==> config.mk <==
export PLATFORM = sky130hd
export DESIGN_NAME = bitplane_blit_and_collision
export DESIGN_NICKNAME = d
export VERILOG_FILES = /design/src/rtl/core/bbc_pkg.sv /design/src/rtl/core/bbc_front.sv /design/src/rtl/core/bbc_queue.sv /design/src/rtl/core/bbc_back.sv /design/src/rtl/core/bitplane_blit_and_collision.sv
export SDC_FILE = /design/constraint.sdc
export NUM_CORES = 2
export LEC_CHECK = 0
export ABC_AREA = 0
export BUFFER_PORTS_ARGS = -buffer_cell sky130_fd_sc_hd__buf_2
export CORE_MARGIN = 8
export CORE_UTILIZATION = 35
export DETAILED_ROUTE_END_ITERATION = 10
export PLACE_DENSITY_LB_ADDON = 0.15
export SLEW_MARGIN = 0
export SYNTH_ARGS = -nofsm -noshare
export SYNTH_HDL_FRONTEND = slang
export SYNTH_SLANG_ARGS = --single-unit
==> constraint.sdc <==
create_clock -name clk -period 8.2 [get_ports clk]
set_clock_uncertainty 0.15 [all_clocks]
set_input_delay 2.05 -clock clk [delete_from_list [all_inputs] [get_ports clk]]
set_output_delay 2.05 -clock clk [all_outputs]
set_load 0.01 [all_outputs]
==> src/rtl/core/bbc_pkg.sv <==
// Shared constants, codes and types for the bitplane blit and collision block.
`timescale 1ns / 1ps

package bbc_pkg;

  localparam int MAX_ROWS   = 32;
  localparam int ROW_BITS   = 32;
  localparam int MAX_COLUMN = 30;

  localparam int ROW_IDX_W  = (MAX_ROWS > 1) ? $clog2(MAX_ROWS) : 1;
  localparam int HEIGHT_W   = $clog2(MAX_ROWS + 1);
  localparam int CMP_W      = (HEIGHT_W > 9) ? HEIGHT_W : 9;

  localparam int OPCODE_W   = 3;
  localparam int BASE_ROW_W = 8;
  localparam int COL_W      = 6;
  localparam int SRC_W      = 32;
  localparam int STATUS_W   = 2;
  localparam int ROWS_CFG_W = 6;
  localparam int OFFSET_W   = 6;
  localparam int TARGET_W   = BASE_ROW_W + 1;

  localparam int QUEUE_DEPTH = 2;
  localparam int QPTR_W      = $clog2(QUEUE_DEPTH);
  localparam int QCNT_W      = $clog2(QUEUE_DEPTH + 1);

  localparam logic [ROWS_CFG_W-1:0] ROWS_RESET = ROWS_CFG_W'(MAX_ROWS);

  typedef enum logic [OPCODE_W-1:0] {
    OP_CLEAR_GRID = 3'd0,
    OP_SET_CELL   = 3'd1,
    OP_CLEAR_CELL = 3'd2,
    OP_OR_ROW     = 3'd3,
    OP_BIC_ROW    = 3'd4,
    OP_TEST_ROW   = 3'd5
  } opcode_t;

  typedef enum logic [STATUS_W-1:0] {
    ST_OK       = 2'd0,
    ST_BAD_COL  = 2'd1,
    ST_OVERFLOW = 2'd2
  } status_t;

  // Work handed from the front to the back.
  typedef enum logic [2:0] {
    ACT_NOP      = 3'd0,
    ACT_CLEAR    = 3'd1,
    ACT_SET_BITS = 3'd2,
    ACT_CLR_BITS = 3'd3,
    ACT_TEST     = 3'd4
  } action_t;

  typedef struct packed {
    action_t               action;
    logic [ROW_IDX_W-1:0]  row_idx;
    logic [ROW_BITS-1:0]   mask;
    status_t               status;
    logic                  run_end;
  } entry_t;

endpackage

==> src/rtl/core/bbc_front.sv <==
// Front end: holds the row count and run offset, classifies each input word.
`timescale 1ns / 1ps

module bbc_front (
  input  logic                              clk,
  input  logic                              rst_n,
  input  logic                              cfg_wr_en,
  input  logic [bbc_pkg::ROWS_CFG_W-1:0]    cfg_rows_in_use,
  input  logic                              in_valid,
  output logic                              in_ready,
  input  logic [bbc_pkg::OPCODE_W-1:0]      in_opcode,
  input  logic signed [bbc_pkg::BASE_ROW_W-1:0] in_base_row,
  input  logic signed [bbc_pkg::COL_W-1:0]  in_col_or_shift,
  input  logic [bbc_pkg::SRC_W-1:0]         in_source_row,
  input  logic                              in_last,
  output logic                              q_valid,
  input  logic                              q_ready,
  output bbc_pkg::entry_t                   q_entry
);

  logic [bbc_pkg::ROWS_CFG_W-1:0] rows_r, rows_nxt;
  logic [bbc_pkg::OFFSET_W-1:0]   offset_r, offset_nxt;

  logic                           accept;
  logic [bbc_pkg::CMP_W-1:0]      height;
  logic [bbc_pkg::TARGET_W-1:0]   target;
  logic                           target_in;
  logic                           cell_in;
  logic                           col_bad;
  logic [bbc_pkg::COL_W-1:0]      shift_mag;
  logic [bbc_pkg::ROW_BITS-1:0]   src_row;
  logic [bbc_pkg::ROW_BITS-1:0]   shifted;
  logic [bbc_pkg::ROW_BITS-1:0]   cell_bit;
  logic                           is_run_op;
  bbc_pkg::entry_t                entry;

  assign in_ready = q_ready;
  assign q_valid  = in_valid;
  assign accept   = in_valid && q_ready;
  assign q_entry  = entry;

  always_comb begin
    // Saturate the row count at the grid height.
    if (bbc_pkg::CMP_W'(rows_r) > bbc_pkg::CMP_W'(bbc_pkg::MAX_ROWS)) begin
      height = bbc_pkg::CMP_W'(bbc_pkg::MAX_ROWS);
    end else begin
      height = bbc_pkg::CMP_W'(rows_r);
    end
    target    = {in_base_row[bbc_pkg::BASE_ROW_W-1], in_base_row} +
                bbc_pkg::TARGET_W'(offset_r);
    target_in = !target[bbc_pkg::TARGET_W-1] &&
                (bbc_pkg::CMP_W'(target[bbc_pkg::TARGET_W-2:0]) < height);
    cell_in   = !in_base_row[bbc_pkg::BASE_ROW_W-1] &&
                (bbc_pkg::CMP_W'(in_base_row[bbc_pkg::BASE_ROW_W-2:0]) < height);
    col_bad   = in_col_or_shift[bbc_pkg::COL_W-1] ||
                (bbc_pkg::COL_W'(in_col_or_shift) > bbc_pkg::COL_W'(bbc_pkg::MAX_COLUMN));
    shift_mag = in_col_or_shift[bbc_pkg::COL_W-1] ? (~in_col_or_shift + 1'b1)
                                                   : in_col_or_shift;
    src_row   = bbc_pkg::ROW_BITS'(in_source_row);
    if (in_col_or_shift[bbc_pkg::COL_W-1]) begin
      shifted = src_row >> shift_mag;
    end else begin
      shifted = src_row << shift_mag;
    end
    cell_bit  = bbc_pkg::ROW_BITS'(1) << in_col_or_shift[bbc_pkg::COL_W-2:0];
  end

  always_comb begin
    entry         = '0;
    entry.action  = bbc_pkg::ACT_NOP;
    entry.status  = bbc_pkg::ST_OK;
    is_run_op     = 1'b0;
    case (in_opcode)
      bbc_pkg::OP_CLEAR_GRID: begin
        entry.action = bbc_pkg::ACT_CLEAR;
      end
      bbc_pkg::OP_SET_CELL, bbc_pkg::OP_CLEAR_CELL: begin
        entry.row_idx = bbc_pkg::ROW_IDX_W'(in_base_row[bbc_pkg::BASE_ROW_W-2:0]);
        entry.mask    = cell_bit;
        if (col_bad) begin
          entry.status = bbc_pkg::ST_BAD_COL;
        end else if (!cell_in) begin
          entry.status = bbc_pkg::ST_OVERFLOW;
        end else if (in_opcode == bbc_pkg::OP_SET_CELL) begin
          entry.action = bbc_pkg::ACT_SET_BITS;
        end else begin
          entry.action = bbc_pkg::ACT_CLR_BITS;
        end
      end
      bbc_pkg::OP_OR_ROW, bbc_pkg::OP_BIC_ROW: begin
        is_run_op     = 1'b1;
        entry.row_idx = bbc_pkg::ROW_IDX_W'(target[bbc_pkg::TARGET_W-2:0]);
        entry.mask    = shifted;
        entry.run_end = in_last;
        if (target_in) begin
          entry.action = (in_opcode == bbc_pkg::OP_OR_ROW) ? bbc_pkg::ACT_SET_BITS
                                                           : bbc_pkg::ACT_CLR_BITS;
        end else if (|shifted) begin
          entry.status = bbc_pkg::ST_OVERFLOW;
        end
      end
      bbc_pkg::OP_TEST_ROW: begin
        is_run_op     = 1'b1;
        entry.action  = bbc_pkg::ACT_TEST;
        entry.row_idx = bbc_pkg::ROW_IDX_W'(target[bbc_pkg::TARGET_W-2:0]);
        // Out-of-range rows test against nothing.
        entry.mask    = target_in ? shifted : '0;
        entry.run_end = in_last;
      end
      default: begin
        entry.action = bbc_pkg::ACT_NOP;
      end
    endcase
  end

  always_comb begin
    rows_nxt   = cfg_wr_en ? cfg_rows_in_use : rows_r;
    offset_nxt = offset_r;
    if (accept && is_run_op) begin
      offset_nxt = in_last ? '0 : offset_r + 1'b1;
    end
  end

  always_ff @(posedge clk) begin
    if (!rst_n) begin
      rows_r   <= bbc_pkg::ROWS_RESET;
      offset_r <= '0;
    end else begin
      rows_r   <= rows_nxt;
      offset_r <= offset_nxt;
    end
  end

endmodule

==> src/rtl/core/bbc_queue.sv <==
// Short FIFO of classified work between the front and the back.
`timescale 1ns / 1ps

module bbc_queue (
  input  logic            clk,
  input  logic            rst_n,
  input  logic            wr_valid,
  output logic            wr_ready,
  input  bbc_pkg::entry_t wr_entry,
  output logic            rd_valid,
  input  logic            rd_ready,
  output bbc_pkg::entry_t rd_entry
);

  bbc_pkg::entry_t                 slot_r [bbc_pkg::QUEUE_DEPTH];
  logic [bbc_pkg::QPTR_W-1:0]      wptr_r, wptr_nxt;
  logic [bbc_pkg::QPTR_W-1:0]      rptr_r, rptr_nxt;
  logic [bbc_pkg::QCNT_W-1:0]      cnt_r, cnt_nxt;
  logic                            push, pop;

  assign wr_ready = (cnt_r != bbc_pkg::QCNT_W'(bbc_pkg::QUEUE_DEPTH));
  assign rd_valid = (cnt_r != '0);
  assign rd_entry = slot_r[rptr_r];
  assign push     = wr_valid && wr_ready;
  assign pop      = rd_valid && rd_ready;

  always_comb begin
    wptr_nxt = push ? wptr_r + 1'b1 : wptr_r;
    rptr_nxt = pop  ? rptr_r + 1'b1 : rptr_r;
    cnt_nxt  = cnt_r + bbc_pkg::QCNT_W'(push) - bbc_pkg::QCNT_W'(pop);
  end

  always_ff @(posedge clk) begin
    if (!rst_n) begin
      wptr_r <= '0;
      rptr_r <= '0;
      cnt_r  <= '0;
    end else begin
      wptr_r <= wptr_nxt;
      rptr_r <= rptr_nxt;
      cnt_r  <= cnt_nxt;
    end
  end

  always_ff @(posedge clk) begin
    if (push) begin
      slot_r[wptr_r] <= wr_entry;
    end
  end

endmodule

==> src/rtl/core/bbc_back.sv <==
// Back end: owns the grid, applies row updates and tests, drives results.
`timescale 1ns / 1ps

module bbc_back (
  input  logic                           clk,
  input  logic                           rst_n,
  input  logic                           q_valid,
  output logic                           q_ready,
  input  bbc_pkg::entry_t                q_entry,
  output logic                           out_valid,
  input  logic                           out_ready,
  output logic                           out_hit,
  output logic [bbc_pkg::STATUS_W-1:0]   out_status
);

  logic [bbc_pkg::ROW_BITS-1:0]  grid_r [bbc_pkg::MAX_ROWS];
  logic [bbc_pkg::ROW_BITS-1:0]  row_cur;
  logic [bbc_pkg::ROW_BITS-1:0]  row_new;
  logic                          hit_r, hit_nxt;
  logic                          hit_now;
  logic                          out_valid_r, out_valid_nxt;
  logic                          out_hit_r;
  logic [bbc_pkg::STATUS_W-1:0]  out_status_r;
  logic                          pop;

  assign q_ready    = !out_valid_r || out_ready;
  assign pop        = q_valid && q_ready;
  assign out_valid  = out_valid_r;
  assign out_hit    = out_hit_r;
  assign out_status = out_status_r;

  always_comb begin
    row_cur = grid_r[q_entry.row_idx];
    hit_now = hit_r || (|(row_cur & q_entry.mask));
    case (q_entry.action)
      bbc_pkg::ACT_SET_BITS: row_new = row_cur | q_entry.mask;
      bbc_pkg::ACT_CLR_BITS: row_new = row_cur & ~q_entry.mask;
      default:               row_new = row_cur;
    endcase
    hit_nxt = hit_r;
    if (pop) begin
      if (q_entry.run_end) begin
        hit_nxt = 1'b0;
      end else if (q_entry.action == bbc_pkg::ACT_TEST) begin
        hit_nxt = hit_now;
      end
    end
    out_valid_nxt = pop || (out_valid_r && !out_ready);
  end

  always_ff @(posedge clk) begin
    if (!rst_n) begin
      hit_r       <= 1'b0;
      out_valid_r <= 1'b0;
      for (int i = 0; i < bbc_pkg::MAX_ROWS; i++) begin
        grid_r[i] <= '0;
      end
    end else begin
      hit_r       <= hit_nxt;
      out_valid_r <= out_valid_nxt;
      if (pop) begin
        if (q_entry.action == bbc_pkg::ACT_CLEAR) begin
          for (int i = 0; i < bbc_pkg::MAX_ROWS; i++) begin
            grid_r[i] <= '0;
          end
        end else begin
          grid_r[q_entry.row_idx] <= row_new;
        end
      end
    end
  end

  always_ff @(posedge clk) begin
    if (pop) begin
      out_hit_r    <= (q_entry.action == bbc_pkg::ACT_TEST) ? hit_now : 1'b0;
      out_status_r <= q_entry.status;
    end
  end

endmodule

==> src/rtl/core/bitplane_blit_and_collision.sv <==
// Top level of the bitplane blit and collision block.
// Path: an accepted input word is written into the queue, then into the output
//   register, where out_valid marks the result word ready to be taken.
// Throughput: one word per cycle with out_ready high; the back end does one grid row
//   read-modify-write per cycle, and a two-word queue decouples it from the front end.
// Reset (rst_n, synchronous, active low): grid all zero, run offset and hit flag
//   zero, rows in use 32, queue and output register empty.
`timescale 1ns / 1ps

module bitplane_blit_and_collision (
  input  logic                                  clk,
  input  logic                                  rst_n,
  // Configuration: rows in use (matrix height).
  input  logic                                  cfg_wr_en,
  input  logic [bbc_pkg::ROWS_CFG_W-1:0]        cfg_rows_in_use,
  // Input words.
  input  logic                                  in_valid,
  output logic                                  in_ready,
  input  logic [bbc_pkg::OPCODE_W-1:0]          in_opcode,
  input  logic signed [bbc_pkg::BASE_ROW_W-1:0] in_base_row,
  input  logic signed [bbc_pkg::COL_W-1:0]      in_col_or_shift,
  input  logic [bbc_pkg::SRC_W-1:0]             in_source_row,
  input  logic                                  in_last,
  // Result words.
  output logic                                  out_valid,
  input  logic                                  out_ready,
  output logic                                  out_hit,
  output logic [bbc_pkg::STATUS_W-1:0]          out_status
);

  // Front to queue.
  logic            fq_valid;
  logic            fq_ready;
  bbc_pkg::entry_t fq_entry;

  // Queue to back.
  logic            qb_valid;
  logic            qb_ready;
  bbc_pkg::entry_t qb_entry;

  // Front: decode the opcode, form the target row (base plus run offset), range
  // check it against the saturated row count, shift the source row, and settle
  // the status. The run offset advances here, in accept order, so the back end
  // never needs it.
  bbc_front u_front (
    .clk             (clk),
    .rst_n           (rst_n),
    .cfg_wr_en       (cfg_wr_en),
    .cfg_rows_in_use (cfg_rows_in_use),
    .in_valid        (in_valid),
    .in_ready        (in_ready),
    .in_opcode       (in_opcode),
    .in_base_row     (in_base_row),
    .in_col_or_shift (in_col_or_shift),
    .in_source_row   (in_source_row),
    .in_last         (in_last),
    .q_valid         (fq_valid),
    .q_ready         (fq_ready),
    .q_entry         (fq_entry)
  );

  // Hold classified work while the back end waits on the result side.
  bbc_queue u_queue (
    .clk      (clk),
    .rst_n    (rst_n),
    .wr_valid (fq_valid),
    .wr_ready (fq_ready),
    .wr_entry (fq_entry),
    .rd_valid (qb_valid),
    .rd_ready (qb_ready),
    .rd_entry (qb_entry)
  );

  // Back: apply the mask to the grid row or test it, track the run's hit flag,
  // and register the result word. A new entry is taken while the previous
  // result is being handed off.
  bbc_back u_back (
    .clk        (clk),
    .rst_n      (rst_n),
    .q_valid    (qb_valid),
    .q_ready    (qb_ready),
    .q_entry    (qb_entry),
    .out_valid  (out_valid),
    .out_ready  (out_ready),
    .out_hit    (out_hit),
    .out_status (out_status)
  );

endmodule
==> out/results.tsv <==
metric	value	unit
outcome	completed	
syn-cell-area	55040	um2
rows	145	
synthToLayoutAreaGrowth	13.22	%
report.power.total	18.48	mW
layout.nets	4415	
htree_levels	3	
ir_drop	199.3	uV
use_met1	30.42	%
core	156200	um2
max_slew.worst_pin.slew	1351	ps
die_h	412.6	um
maxCapViolCount	0	
cts_resized	0	
avgViaCountPerCell	5.615	
multi_input_area	20390	um2
critPathArrivalTime	6360	ps
post-dp-hpwl	124400	um
hold_buffers	0	
die_x	412.6	um
maxSlewHeadroom	9.966	%
tns	0	ps
gr-usage-met2	37.74	%
end_kind	register	
layout_commonest_cell	edfxtp_1	
track_usage	22.59	%
ys_warn_count	0	
synthCells	4335	
cp_data_required_time	8480	ps
drc	0	
dp.cells	6262	
whs	363.6	ps
hold_viol	0	
min_period	6080	ps
drtIter0Drc	3378	
synth_edf_count	1113	
rsz0062_at_grt	no	
fin_cells	6497	
fin_util	39.90	%
antenna_found_initial	18	
worstSetupPathType	primary input to register	
fmax	164.5	MHz
grt_start_max_net_pins	83	
period_share	74.15	%
synth.distinct_cells	75	
place_congestion	0.8961	
async_flop_share	0	%
syn_nets	4422	
synth_ff_type	edfxtp_1	
synth_area_per_cell	12.70	um2
start_util	35.24	%
report.final.slew_viol_count	0	
cts_buffers	121	
grt_overflow	0	
grtUsageMet3	3.072	%
finalSetupViolCount	0	
final_cell_mix	edfxtp_1 (1113), and2_1 (656), mux2i_1 (573)	
synth_seq_area_share	61.41	%
crit_path_start_kind	primary input	
num_vias	36480	
p_leak	22.72	nW
path_max_fanout	27	
hold_path.class	register to register	
grt_pass1_wl	277200	um
clockBufferDepth	3	
die_area	170200	um2
ant_nets	0	
ios	66	
grt_pass1_vias	36010	
cts_tree	yes	
busiest_layer	met2	
firstDrtPassIters	7	
seq_area	33810	um2
finalWirelength	197300	um
worstSkewPairLatency	770	ps
numPortBuffers	65	
avgRoutedWirePerCell	30.36	um
layout-drive-gt1-share	13.51	%
root_buffer	clkbuf_16	
ys_ff_latch	1132	
p_per_area	296.5	nW/um2
cts.clk_slew.worst_paths	60	ps
n_fill_cell	14640	
post_cts_buffers	0	
clock-sinks	1132	
[sequential cells by signal, summed over array words and instances (netlist names), named ones only]
name and flops:
u_back.hit_r 1, u_front.offset_r 6, u_back.out_valid 1, u_queue.wptr_r 1, u_back.grid_r 1024, u_queue.slot_r 86, u_queue.rptr_r 1, u_back.out_hit 1
u_front.rows_r 6, u_back.out_status 2, u_queue.cnt_r 2
[kinds of logic after synthesis]
kind of cell / synth area share (%)
flip-flops: 61.41
XOR/XNOR: 0.2228
buffers and inverters: 2.912
adder cells (fa/ha/maj): 0.6046
AO/OA/AOI/OAI: 6.119
AND/OR/NAND/NOR: 15.25
multiplexers: 13.49
[final cells by class]
class                           count  area share (%)
Sequential cell                  1132           54.24
Multi-Input combinational cell   2829           32.72
Clock buffer                      155           5.095
Tap cell                         2058           4.132
Timing Repair Buffer              215           2.389
Clock inverter                     73           1.219
Inverter                           29          0.1747
Antenna cell                        6         0.02409
[power by group]
part	leakage, nW	internal [mW]	switching (mW)
Sequential	11.6	7.11	0.188
Combinational	9.17	1.54	4.12
Clock	1.90	3.14	2.38
Total	22.7	11.8	6.68
[final timing paths]
check	startpoint	endpoint	slack (ps)	depth (start not counted)
max	in_col_or_shift[1]	u_queue.slot_r[1][2]	2120	13
min	u_queue.cnt_r[0]	u_back.out_valid	360	1
max reg2reg	register	u_back.out_hit	2500	10
min reg2reg	u_queue.cnt_r[0]	u_back.out_valid	360	1
[Yosys cell counts, types with 6 or more instances]
cell	instances	area, um2
mux2i_1	582	5826
a21oi_1	99	495.5
a21o_1	7	52.55
o21ai_1	8	40.04
ha_1	25	312.8
a22oi_1	18	135.1
o21ai_0	35	175.2
buf_2	89	445.4
buf_4	9	67.56
o21a_1	6	45.04
nand3_1	28	140.1
nor4_1	60	375.4
or2_2	7	43.79
nand3b_1	6	45.04
xor2_1	7	61.31
nor3_1	22	110.1
clkbuf_1	230	863.3
edfxtp_1	1113	33420
mux2_2	26	292.8
nand2b_1	7	43.79
dfxtp_1	19	380.4
xnor2_1	7	61.31
a211oi_1	13	97.59
or3_1	6	37.54
nand2_1	212	795.8
mux4_2	52	1171
inv_1	28	105.1
o22ai_1	262	1639
nor4bb_1	6	60.06
nor2b_1	115	719.4
and2_1	656	4104
buf_6	7	78.83
nand4_1	9	56.30
o211ai_1	7	52.55
buf_1	9	33.78
nor2_1	425	1595
a31oi_1	15	93.84
and3_1	11	68.82
o21ai_2	7	61.31
a2111oi_0	6	52.55
[metal layers]
layer  up-vias  routed length, um
met5         -                 11
met4         2               6285
met3       272              12180
met2      1342              94080
met1     18890              84720
li1      15970                  -
[worst max-delay path, stage by stage]
cell and delay [ps]:
buf_2 220, inv_1 90, ha_1 240, ha_1 340, mux2i_4 790, mux4_2 430
and2_1 180, a211o_1 290, a211oi_1 450, nand4_1 140, or4b_1 550, nor4_1 380
a41oi_1 200
[per-stage QoR]
stage / instance area (um2) / setup slack [ps]
after floorplan: 55040 / 1729
after global placement: 58360 / 1457
after detailed placement: 58360 / 1439
after CTS: 62300 / 2208
after global routing: 62310 / 1952
final: 62320 / 2120
Note: power is estimated with default switching activity, not from simulation.
